File: config.mk
export PLATFORM = sky130hd
export DESIGN_NAME = kstar_count_bounds_top
export DESIGN_NICKNAME = d
export VERILOG_FILES = /design/src/rtl/kcb_pkg.sv /design/src/rtl/kcb_binom.sv /design/src/rtl/kstar_count_bounds_top.sv
export VERILOG_INCLUDE_DIRS = /design/src /design/src/rtl
export SDC_FILE = /design/constraint.sdc
export NUM_CORES = 2
export LEC_CHECK = 0
export ABC_CLOCK_PERIOD_IN_PS = 29700
export BUFFER_PORTS_ARGS = -buffer_cell sky130_fd_sc_hd__buf_2
export CORE_MARGIN = 1.5
export CORE_UTILIZATION = 55
export CTS_CLUSTER_DIAMETER = 60
export CTS_CLUSTER_SIZE = 30
export DETAILED_ROUTE_END_ITERATION = 8
export PLACE_DENSITY = 0.81
export SYNTH_ARGS = -nofsm -noshare
export SYNTH_HDL_FRONTEND = slang
export SYNTH_SLANG_ARGS = --single-unit
File: constraint.sdc
create_clock -name clk -period 29.7 [get_ports clk]
set_input_delay 1.485 -clock clk [delete_from_list [all_inputs] [get_ports clk]]
set_output_delay 1.485 -clock clk [all_outputs]
set_load 0.1 [all_outputs]
File: src/rtl/kstar_count_bounds_top_assert.svh
// Assertion macros shared by the k-star bound counter RTL.
// Used by kstar_count_bounds_top; relies on clk and rst_n in the including scope.
`ifndef KSTAR_COUNT_BOUNDS_TOP_ASSERT_SVH
`define KSTAR_COUNT_BOUNDS_TOP_ASSERT_SVH

`define KCB_ASSERT_SAME(label, pre, post) \
    label: assert property (@(posedge clk) disable iff (!rst_n) (pre) |-> (post)) \
        else $error("kcb assertion failed");

`define KCB_ASSERT_NEXT(label, pre, post) \
    label: assert property (@(posedge clk) disable iff (!rst_n) (pre) |=> (post)) \
        else $error("kcb assertion failed");

`endif

File: src/rtl/kcb_pkg.sv
// Package for the k-star bound counter: constants, state types, status struct.
// No dependencies; used by kcb_binom and kstar_count_bounds_top.
`default_nettype none

package kcb_pkg;

    localparam int MAX_STAR_DEF = 32;
    localparam logic [5:0] STAR_RESET = 6'd3;
    localparam logic REG_STAR = 1'b0;

    typedef enum logic [2:0] {
        ST_IDLE,
        ST_UP_START,
        ST_UP_WAIT,
        ST_LO_START,
        ST_LO_WAIT,
        ST_EMIT
    } top_state_t;

    typedef enum logic [2:0] {
        B_IDLE,
        B_CHECK,
        B_MUL_LO,
        B_MUL_HI,
        B_DIV
    } bin_state_t;

    typedef struct packed {
        logic busy;
        logic done;
    } bin_stat_t;

endpackage

`default_nettype wire

File: src/rtl/kcb_binom.sv
// Iterative binomial unit: one 32x32 multiplier and a bit-serial divider.
// Depends on kcb_pkg.
`default_nettype none

module kcb_binom #(
    parameter int MaxStar = kcb_pkg::MAX_STAR_DEF
) (
    input  wire logic                               clk,
    input  wire logic                               rst_n,
    input  wire logic                               start,
    input  wire logic [31:0]                        n,
    input  wire logic [$clog2(MaxStar + 1) - 1:0]   m,
    output kcb_pkg::bin_stat_t                      stat,
    output logic [63:0]                             result
);

    localparam int JW = $clog2(MaxStar + 1);

    kcb_pkg::bin_state_t state_reg, state_next;
    logic [63:0]   c_reg, c_next;
    logic [63:0]   q_reg, q_next;
    logic [JW-1:0] j_reg, j_next;
    logic [JW-1:0] m_reg, m_next;
    logic [31:0]   n_reg, n_next;
    logic [JW-1:0] rem_reg, rem_next;
    logic [5:0]    bit_reg, bit_next;
    logic          done_reg, done_next;

    logic [31:0] f;
    logic [31:0] mul_b;
    logic [63:0] mul_p;
    logic [JW:0] rem_sh;

    assign f      = n_reg - 32'(m_reg) + 32'(j_reg);
    assign mul_b  = (state_reg == kcb_pkg::B_MUL_HI) ? c_reg[63:32] : c_reg[31:0];
    assign mul_p  = 64'(f) * 64'(mul_b);
    assign rem_sh = {rem_reg, q_reg[63]};

    always_comb
    begin
        state_next = state_reg;
        unique case (state_reg)
            kcb_pkg::B_IDLE:   if (start) state_next = kcb_pkg::B_CHECK;
            kcb_pkg::B_CHECK:  state_next = (j_reg > m_reg) ? kcb_pkg::B_IDLE
                                                            : kcb_pkg::B_MUL_LO;
            kcb_pkg::B_MUL_LO: state_next = kcb_pkg::B_MUL_HI;
            kcb_pkg::B_MUL_HI: state_next = kcb_pkg::B_DIV;
            kcb_pkg::B_DIV:    if (bit_reg == 6'd63) state_next = kcb_pkg::B_CHECK;
            default:           state_next = kcb_pkg::B_IDLE;
        endcase
    end

    always_comb
    begin
        c_next    = c_reg;
        q_next    = q_reg;
        j_next    = j_reg;
        m_next    = m_reg;
        n_next    = n_reg;
        rem_next  = rem_reg;
        bit_next  = bit_reg;
        done_next = 1'b0;
        unique case (state_reg)
            kcb_pkg::B_IDLE:
            begin
                if (start)
                begin
                    c_next = 64'd1;
                    j_next = JW'(1);
                    m_next = m;
                    n_next = n;
                end
            end
            kcb_pkg::B_CHECK:
            begin
                if (j_reg > m_reg) done_next = 1'b1;
            end
            kcb_pkg::B_MUL_LO:
            begin
                q_next = mul_p;
            end
            kcb_pkg::B_MUL_HI:
            begin
                q_next   = {q_reg[63:32] + mul_p[31:0], q_reg[31:0]};
                rem_next = '0;
                bit_next = '0;
            end
            kcb_pkg::B_DIV:
            begin
                if (rem_sh >= {1'b0, j_reg})
                begin
                    rem_next = JW'(rem_sh - {1'b0, j_reg});
                    q_next   = {q_reg[62:0], 1'b1};
                end
                else
                begin
                    rem_next = rem_sh[JW-1:0];
                    q_next   = {q_reg[62:0], 1'b0};
                end
                bit_next = bit_reg + 6'd1;
                if (bit_reg == 6'd63)
                begin
                    c_next = {q_reg[62:0], (rem_sh >= {1'b0, j_reg})};
                    j_next = j_reg + JW'(1);
                end
            end
            default: ;
        endcase
    end

    always_ff @(posedge clk or negedge rst_n)
    begin
        if (!rst_n)
        begin
            state_reg <= kcb_pkg::B_IDLE;
            done_reg  <= 1'b0;
        end
        else
        begin
            state_reg <= state_next;
            done_reg  <= done_next;
        end
    end

    always_ff @(posedge clk)
    begin
        c_reg   <= c_next;
        q_reg   <= q_next;
        j_reg   <= j_next;
        m_reg   <= m_next;
        n_reg   <= n_next;
        rem_reg <= rem_next;
        bit_reg <= bit_next;
    end

    assign stat.busy = (state_reg != kcb_pkg::B_IDLE);
    assign stat.done = done_reg;
    assign result    = c_reg;

endmodule

`default_nettype wire

File: src/rtl/kstar_count_bounds_top.sv
// K-star bound counter: a neighbor entry that does not close its node is taken without
// leaving the idle state. A node close runs up to two binomials on one shared unit. Each
// binomial runs, per factor, a check, a low and a high multiply step and a bit-serial
// divide over 64 quotient bits, followed by a final check. The top launches each binomial
// from a start state and waits for it in a wait state. A close therefore holds in_ready
// low until both binomials are done or skipped. At graph end an emit state hands over the
// result, and it waits while an earlier result has not yet been taken. The output
// register lets a new request enter while the last result waits.
// Depends on kcb_pkg, kcb_binom and kstar_count_bounds_top_assert.svh.
`default_nettype none

module kstar_count_bounds_top #(
    parameter int MaxStar = kcb_pkg::MAX_STAR_DEF
) (
    input  wire logic        clk,
    input  wire logic        rst_n,
    input  wire logic        psel,
    input  wire logic        penable,
    input  wire logic        pwrite,
    input  wire logic [2:0]  paddr,
    input  wire logic [31:0] pwdata,
    output logic [31:0]      prdata,
    output logic             pready,
    input  wire logic        in_valid,
    output logic             in_ready,
    input  wire logic [31:0] node_id,
    input  wire logic [31:0] neighbor_id,
    input  wire logic        has_neighbor,
    input  wire logic        end_of_node,
    input  wire logic        end_of_graph,
    output logic             out_valid,
    input  wire logic        out_ready,
    output logic [63:0]      upper_bound,
    output logic [63:0]      lower_bound
);

    localparam int JW = $clog2(MaxStar + 1);

    kcb_pkg::top_state_t state_reg, state_next;
    logic [5:0]  star_reg;
    logic [31:0] degree_reg, degree_next;
    logic [31:0] higher_reg, higher_next;
    logic [63:0] upper_reg, upper_next;
    logic [63:0] lower_reg, lower_next;
    logic        eog_reg, eog_next;
    logic        out_valid_reg, out_valid_next;
    logic [63:0] out_up_reg, out_up_next;
    logic [63:0] out_lo_reg, out_lo_next;

    logic               accept;
    logic [JW-1:0]      k_eff;
    logic [JW-1:0]      m_val;
    logic               k_zero;
    logic               bin_start;
    logic [31:0]        bin_n;
    kcb_pkg::bin_stat_t bin_stat;
    logic [63:0]        bin_res;

    assign pready = 1'b1;
    assign prdata = (paddr[2] == kcb_pkg::REG_STAR) ? {26'd0, star_reg} : 32'd0;

    always_ff @(posedge clk or negedge rst_n)
    begin
        if (!rst_n)
            star_reg <= kcb_pkg::STAR_RESET;
        else if (psel && penable && pwrite && paddr[2] == kcb_pkg::REG_STAR)
            star_reg <= pwdata[5:0];
    end

    assign k_eff  = ({1'b0, star_reg} > 7'(MaxStar)) ? JW'(MaxStar) : JW'(star_reg);
    assign k_zero = (k_eff == '0);
    assign m_val  = k_eff - JW'(1);

    assign accept   = in_valid && in_ready;
    assign in_ready = (state_reg == kcb_pkg::ST_IDLE);

    always_comb
    begin
        state_next = state_reg;
        unique case (state_reg)
            kcb_pkg::ST_IDLE:
                if (accept && (end_of_node || end_of_graph))
                    state_next = kcb_pkg::ST_UP_START;
            kcb_pkg::ST_UP_START:
                state_next = (!k_zero && degree_reg >= 32'(m_val)) ? kcb_pkg::ST_UP_WAIT
                                                                    : kcb_pkg::ST_LO_START;
            kcb_pkg::ST_UP_WAIT:
                if (bin_stat.done) state_next = kcb_pkg::ST_LO_START;
            kcb_pkg::ST_LO_START:
                if (!k_zero && higher_reg >= 32'(m_val))
                    state_next = kcb_pkg::ST_LO_WAIT;
                else
                    state_next = eog_reg ? kcb_pkg::ST_EMIT : kcb_pkg::ST_IDLE;
            kcb_pkg::ST_LO_WAIT:
                if (bin_stat.done)
                    state_next = eog_reg ? kcb_pkg::ST_EMIT : kcb_pkg::ST_IDLE;
            kcb_pkg::ST_EMIT:
                if (!out_valid_reg || out_ready) state_next = kcb_pkg::ST_IDLE;
            default:
                state_next = kcb_pkg::ST_IDLE;
        endcase
    end

    always_comb
    begin
        degree_next    = degree_reg;
        higher_next    = higher_reg;
        upper_next     = upper_reg;
        lower_next     = lower_reg;
        eog_next       = eog_reg;
        out_up_next    = out_up_reg;
        out_lo_next    = out_lo_reg;
        out_valid_next = out_valid_reg && !out_ready;
        bin_start      = 1'b0;
        bin_n          = degree_reg;
        unique case (state_reg)
            kcb_pkg::ST_IDLE:
            begin
                if (accept)
                begin
                    eog_next = end_of_graph;
                    if (has_neighbor)
                    begin
                        degree_next = degree_reg + 32'd1;
                        if (neighbor_id > node_id) higher_next = higher_reg + 32'd1;
                    end
                end
            end
            kcb_pkg::ST_UP_START:
            begin
                bin_start = !k_zero && degree_reg >= 32'(m_val);
            end
            kcb_pkg::ST_UP_WAIT:
            begin
                if (bin_stat.done) upper_next = upper_reg + bin_res;
            end
            kcb_pkg::ST_LO_START:
            begin
                bin_n     = higher_reg;
                bin_start = !k_zero && higher_reg >= 32'(m_val);
                if (!bin_start)
                begin
                    degree_next = '0;
                    higher_next = '0;
                end
            end
            kcb_pkg::ST_LO_WAIT:
            begin
                bin_n = higher_reg;
                if (bin_stat.done)
                begin
                    lower_next  = lower_reg + bin_res;
                    degree_next = '0;
                    higher_next = '0;
                end
            end
            kcb_pkg::ST_EMIT:
            begin
                if (!out_valid_reg || out_ready)
                begin
                    out_up_next    = upper_reg;
                    out_lo_next    = lower_reg;
                    out_valid_next = 1'b1;
                    upper_next     = '0;
                    lower_next     = '0;
                end
            end
            default: ;
        endcase
    end

    always_ff @(posedge clk or negedge rst_n)
    begin
        if (!rst_n)
        begin
            state_reg     <= kcb_pkg::ST_IDLE;
            degree_reg    <= '0;
            higher_reg    <= '0;
            upper_reg     <= '0;
            lower_reg     <= '0;
            eog_reg       <= 1'b0;
            out_valid_reg <= 1'b0;
        end
        else
        begin
            state_reg     <= state_next;
            degree_reg    <= degree_next;
            higher_reg    <= higher_next;
            upper_reg     <= upper_next;
            lower_reg     <= lower_next;
            eog_reg       <= eog_next;
            out_valid_reg <= out_valid_next;
        end
    end

    always_ff @(posedge clk)
    begin
        out_up_reg <= out_up_next;
        out_lo_reg <= out_lo_next;
    end

    kcb_binom #(
        .MaxStar (MaxStar)
    ) u_binom (
        .clk    (clk),
        .rst_n  (rst_n),
        .start  (bin_start),
        .n      (bin_n),
        .m      (m_val),
        .stat   (bin_stat),
        .result (bin_res)
    );

    assign out_valid   = out_valid_reg;
    assign upper_bound = out_up_reg;
    assign lower_bound = out_lo_reg;

`include "kstar_count_bounds_top_assert.svh"

    `KCB_ASSERT_SAME(a_start_free, bin_start, !bin_stat.busy)
    `KCB_ASSERT_SAME(a_ready_unit_idle, in_ready, !bin_stat.busy)
    `KCB_ASSERT_NEXT(a_done_pulse, bin_stat.done, !bin_stat.done)

endmodule

`default_nettype wire

* Word level (Yosys, flattened, before mapping)
Cells that the tools add are included.
** Cells by class
- Reductions and logical operators :: 35
- Magnitude comparators :: 6
- Add/subtract/negate cells :: 11
- Bitwise logic cells :: 2
- Multipliers :: 1
- Multiplexer cells :: 46
- Equal/unequal tests :: 20
** Operators by type and width (number)
- 64-bit case mux with 2 select lines :: 3
- 64-bit two-way mux :: 5
- 32-bit two-way mux :: 9
- 32-bit case mux with 3 select lines :: 2
- 64-bit case mux with 3 select lines :: 1
- 64-bit adder :: 2
- 32-bit by 1-bit adder with 32-bit output (second input constant) :: 2
- 32-bit by 6-bit greater-or-equal comparator with 1-bit output :: 2
- 32-bit by 32-bit multiplier with 64-bit output :: 1
- 6-bit case mux with 2 select lines :: 3
- 32-bit adder :: 1
- 32-bit by 6-bit adder with 32-bit output :: 1
- 32-bit > comparator :: 1
- 32-bit by 6-bit subtractor with 32-bit output :: 1
- 6-bit two-way mux :: 5
- 3-bit two-way mux :: 8
- 3-bit case mux with 6 select lines :: 1
- 3-bit case mux with 5 select lines :: 1
- 2-bit by 1-bit != test with 1-bit output (second input constant) :: 7
- 6-bit by 1-bit adder with 6-bit output (second input constant) :: 2
- 3-bit by 2-bit == test with 1-bit output (second input constant) :: 4
- 2-bit AND reduction :: 5
- 2-bit nonzero test :: 5
- 3-bit == test (second input constant) :: 3
- other kinds (23) :: 46
** Storage, ports and cells
- Logic and storage cells :: 141
- Flip-flop bits (word level) :: 519

* Depth between registers and ports, before layout
- Depth after elaboration :: 8
- Depth in mapped cells :: 47

* Cells and area by module
Synthesis repeated with hierarchy kept, for this count alone.
** Unflattened totals
- Cell total of the unflattened synthesis :: 7376
- Area, all modules :: 66414.9 um^2
** By module, submodules not included
- kcb_binom :: area an instance 44647.8 um^2, cells each 4968, seq. area each 5625.4 um^2, times used 1
- kstar_count_bounds_top :: area an instance 21767.1 um^2, cells each 2408, seq. area each 8926.1 um^2, times used 1

* Worst setup path after synthesis
No wires, ideal clock.
- Kind :: register to register
- From :: register u_binom.j_reg[0]
- To :: register u_binom.q_reg[61], data pin
- Buffers on the path :: 2
- Data arrival time :: 10533 ps
- Setup slack :: 18907 ps
- Stages on the path, launching flop included :: 46
- Cell sequence :: edfxtp_1 inv_1 ha_1 inv_1 ha_1 fa_1 a21o_1 a21o_1 a211oi_2 o21ai_2 a41oi_2 a211o_2 o2111ai_2 a31o_2 a21oi_4 xnor2_2 buf_2 nand2_1 [10 not listed] inv_1 fa_1 inv_1 fa_1 inv_1 ha_1 clkbuf_2 a21oi_1 o21ai_0 a32oi_1 o311ai_1 a221oi_1 o2111ai_1 a31o_2 o221ai_2 o21ai_1 xnor2_1 a221o_1
** Between the ends
- Cells in the longest elaborated chain, start to end :: 4
** Ends and longest elaborated chain
- start, declared :: line kcb_binom.sv:22 : logic [JW-1:0] j_reg, j_next;
- start signal, assigned :: line kcb_binom.sv:129 : j_reg <= j_next;
- 32-bit by 6-bit adder with 32-bit output (*) :: line kcb_binom.sv:34 : assign f = n_reg - 32'(m_reg) + 32'(j_reg);
- 32-bit by 32-bit multiplier with 64-bit output (*) :: line kcb_binom.sv:36 : assign mul_p = 64'(f) * 64'(mul_b);
- 32-bit adder :: line kcb_binom.sv:84 : q_next = {q_reg[63:32] + mul_p[31:0], q_reg[31:0]};
- 64-bit case mux with 3 select lines (*) :: line kcb_binom.sv:63 : unique case (state_reg)
- via u_binom.q_next[61] :: line kcb_binom.sv:21 : logic [63:0] q_reg, q_next;
- end signal, assigned :: line kcb_binom.sv:128 : q_reg <= q_next;
- end, declared :: line kcb_binom.sv:21
The timed path passes the listed nets; every way through them passes the cells marked *.
A chain may end at the register's enable or synchronous reset.

* Worst setup path after layout
- From :: register u_binom.j_reg[0]
- To :: register u_binom.q_reg[62], data pin
The elaborated chain is that of the path after synthesis.

==> results by group <==
Critical path
  – R2R cell count: 43
  – Cell mode on critical path: fa_1
  – Crit. Startpoint: u_binom.j_reg[0]
  – R2r setup slk: between 15,000 and 20,000 ps
  – CP arrival: 13,010 ps
  – Crit path kind: register to register
  – Startpoint Class: register
  – Critical path peak fanout: 11
  – Worst r2r src: u_binom.j_reg[0]
  – Endpoint class of the critical path: register
  – Worst EP required: 30,080 ps
  – Max incr delay on CP: 820 ps
  – Critical-path top delay cell: xor2_2

Synth
  – Post-Synthesis Cells: 7,082
  – Mapped Avg Cell Area: 9.17 sq um
  – Most frequent cells after synthesis: 1,082 x nand2_1, 1,066 x inv_1, 906 x fa_1
  – Seq/Total Area, Yosys: 22.4%
  – Mapped Area: 0.0649 sq mm
  – Cell with the most instances after synthesis: nand2_1
  – YS warnings: 0
  – Synth async-reset ratio: between 30% and 40%
  – Synth top area share: 27.9%
  – Yosys cell types: 97
  – Most used DFF post-synth: edfxtp_1
  – Yosys reg bits: just over 500
  – EDFF count, synth: ~310
  – Largest area contributor in the synthesized netlist: fa_1
  – Synth top area cells: fa_1 28%, edfxtp_1 14%, ha_1 9.9%

Final layout
  – Layout cells sized above 1: 7.36%
  – Multi-input logic area: around 0.045 sq mm
  – Final Non-Filler Cells: 8,663
  – Final Cell Area: 0.0690 sq mm
  – Layout Nets: 8,641
  – FF+latch area: 0.0146 sq mm
  – Fillers: 9,762
  – Area Overhead vs Synth: 6.35%

Timing
  – Final setup violation count: 0
  – Final slew viol count: 0
  – Final Skew: 57.8 ps
  – Tcrit/Tclk final: a little over two fifths
  – Fmax achieved: 79.2 MHz
  – Worst Max-Slew Pin Slew: approximately 1200 ps
  – Slew HR: 18.1%
  – Final critical-path required period: 12,620 ps
  – Fin Setup TNS: 0 ps
  – Hold Fails Final Rpt: 0
  – RSZ-0062 raised after global routing: no

Flow run
  – MaxCap Viol Count: 0

Drt
  – Initial DRC count: 5,104
  – Final ANT Viol Nets: 0
  – Drt drc: 0
  – Routed WL per cell: 22.3 um
  – Vias: 52,200
  – First-pass DRT Iterations: 7
  – Vias per cell: 6.02
  – Drt total wl: 193 mm

Floorplanning
  – FP Rows: 125
  – Initial Util: 55.6%
  – # IOs: 272
  – Die ar.: 0.120 sq mm
  – DIE WIDTH: 347 um
  – Die Y-Extent: 347 um
  – Core Box Area: 0.117 sq mm

Global routing
  – Antenna violations before repair: 12
  – Tot GR Track Use: 32.3%
  – First-pass GRT wire length: roughly 300 mm
  – Vias in the first global route: about 53,000
  – GR Overflow Total: 0
  – Largest net degree at the start of global routing: 104

Place
  – Port Buffers: approximately 220
  – GPL Wtd Cong: between 1 and 1.5
  – Placed Area: 0.0679 sq mm
  – Post-detail-place hpwl: roughly 150 mm
  – Placed Cells: 8,604

CTS
  – Cts bufs inserted: 31
  – Clk Tree Root Cell: clkbuf_16
  – CTS tree: built
  – Clk slew on worst S/H paths: 110 ps
  – # clock sinks: 519
  – Resized Gates After CTS: 0
  – Clock Path Buffers: 3
  – H-Tree Depth: 1
  – Post-CTS Hold Fix Bufs: 0
  – Clk Latency, worst-skew pair: around 670 ps
  – Postcts setup bufs: 0

Min path
  – Hold path cells: 0
  – Class of the worst hold path: register to register
  – Hold_sp: lower_reg[45]

Run status
  – Status: finished, final reports clean
-- layout make-up --
class	count	area share, %
Multi-Input combinational cell	5164	65.8
Sequential cell	519	21.1
Inverter	1066	5.80
Timing Repair Buffer	331	2.83
Tap cell	1524	2.76
Clock buffer	32	1.13
Clock inverter	26	0.578
Antenna cell	1	0.00362
-- kinds of logic after synthesis --
family	count (synthesis)	synth area share [%]
compound gates	1127	11.2
xor+xnor	315	4.27
fa+ha+maj	1419	37.8
buf+inv	1424	8.47
flops	519	22.4
mux	35	0.555
other cells	2	0.0116
simple gates	2241	15.2
-- metrics by stage --
step,hold WS [ps],worst slack [ps],utilization [%]
CTS,460,17150,59.2
detailed placement,469,17230,58.2
finish,461,17080,59.2
global placement,466,17290,58.2
global route,490,16420,59.2
floorplan,440,18910,-
-- routing by layer --
layer | up-vias | routed length (um) | track usage, %
met3 | 598 | 22600 | 7.18
met2 | 2879 | 85900 | 50.4
met1 | 25700 | 72900 | 43.0
met4 | 6 | 11600 | 15.5
li1 | 23000 | - | -
met5 | - | 40 | 0
-- worst paths after layout --
kind | to
setup / recovery | u_binom.q_reg[62]
hold / removal | lower_bound[45]
setup reg to reg | u_binom.q_reg[62]
hold reg to reg | lower_bound[45]
max in group asynchronous | higher_reg[20]
min in group asynchronous | eog_reg
-- placed cells by master (no fill, tap or decap), types with 104 or more instances in the layout --
cell | Yosys | layout
a21o_1 | 219 | 218
buf_4 | 32 | 115
nor2_1 | 500 | 495
and3_1 | 104 | 104
fa_1 | 906 | 906
xnor2_1 | 195 | 174
dfrtp_1 | 205 | 205
o21ai_0 | 289 | 288
edfxtp_1 | 312 | 312
nand2_1 | 1082 | 1076
ha_1 | 513 | 513
nand3_1 | 161 | 160
inv_1 | 1066 | 1065
buf_2 | 18 | 215
a21oi_1 | 302 | 300
-- critical path: cells and delay by family, from the launching register on --
| kind | cells | cell delay (ps) |
|---|---|---|
| adder cells (fa/ha/maj) | 13 | 5860 |
| AO/OA/AOI/OAI | 14 | 3640 |
| XOR/XNOR | 3 | 1280 |
| AND/OR/NAND/NOR | 5 | 610 |
| flip-flops | 1 | 480 |
| buffers and inverters | 8 | 470 |
Power is left out: the tool's default activity adds up to more than one toggle a clock period on the data nets, which glitch-free logic cannot reach.
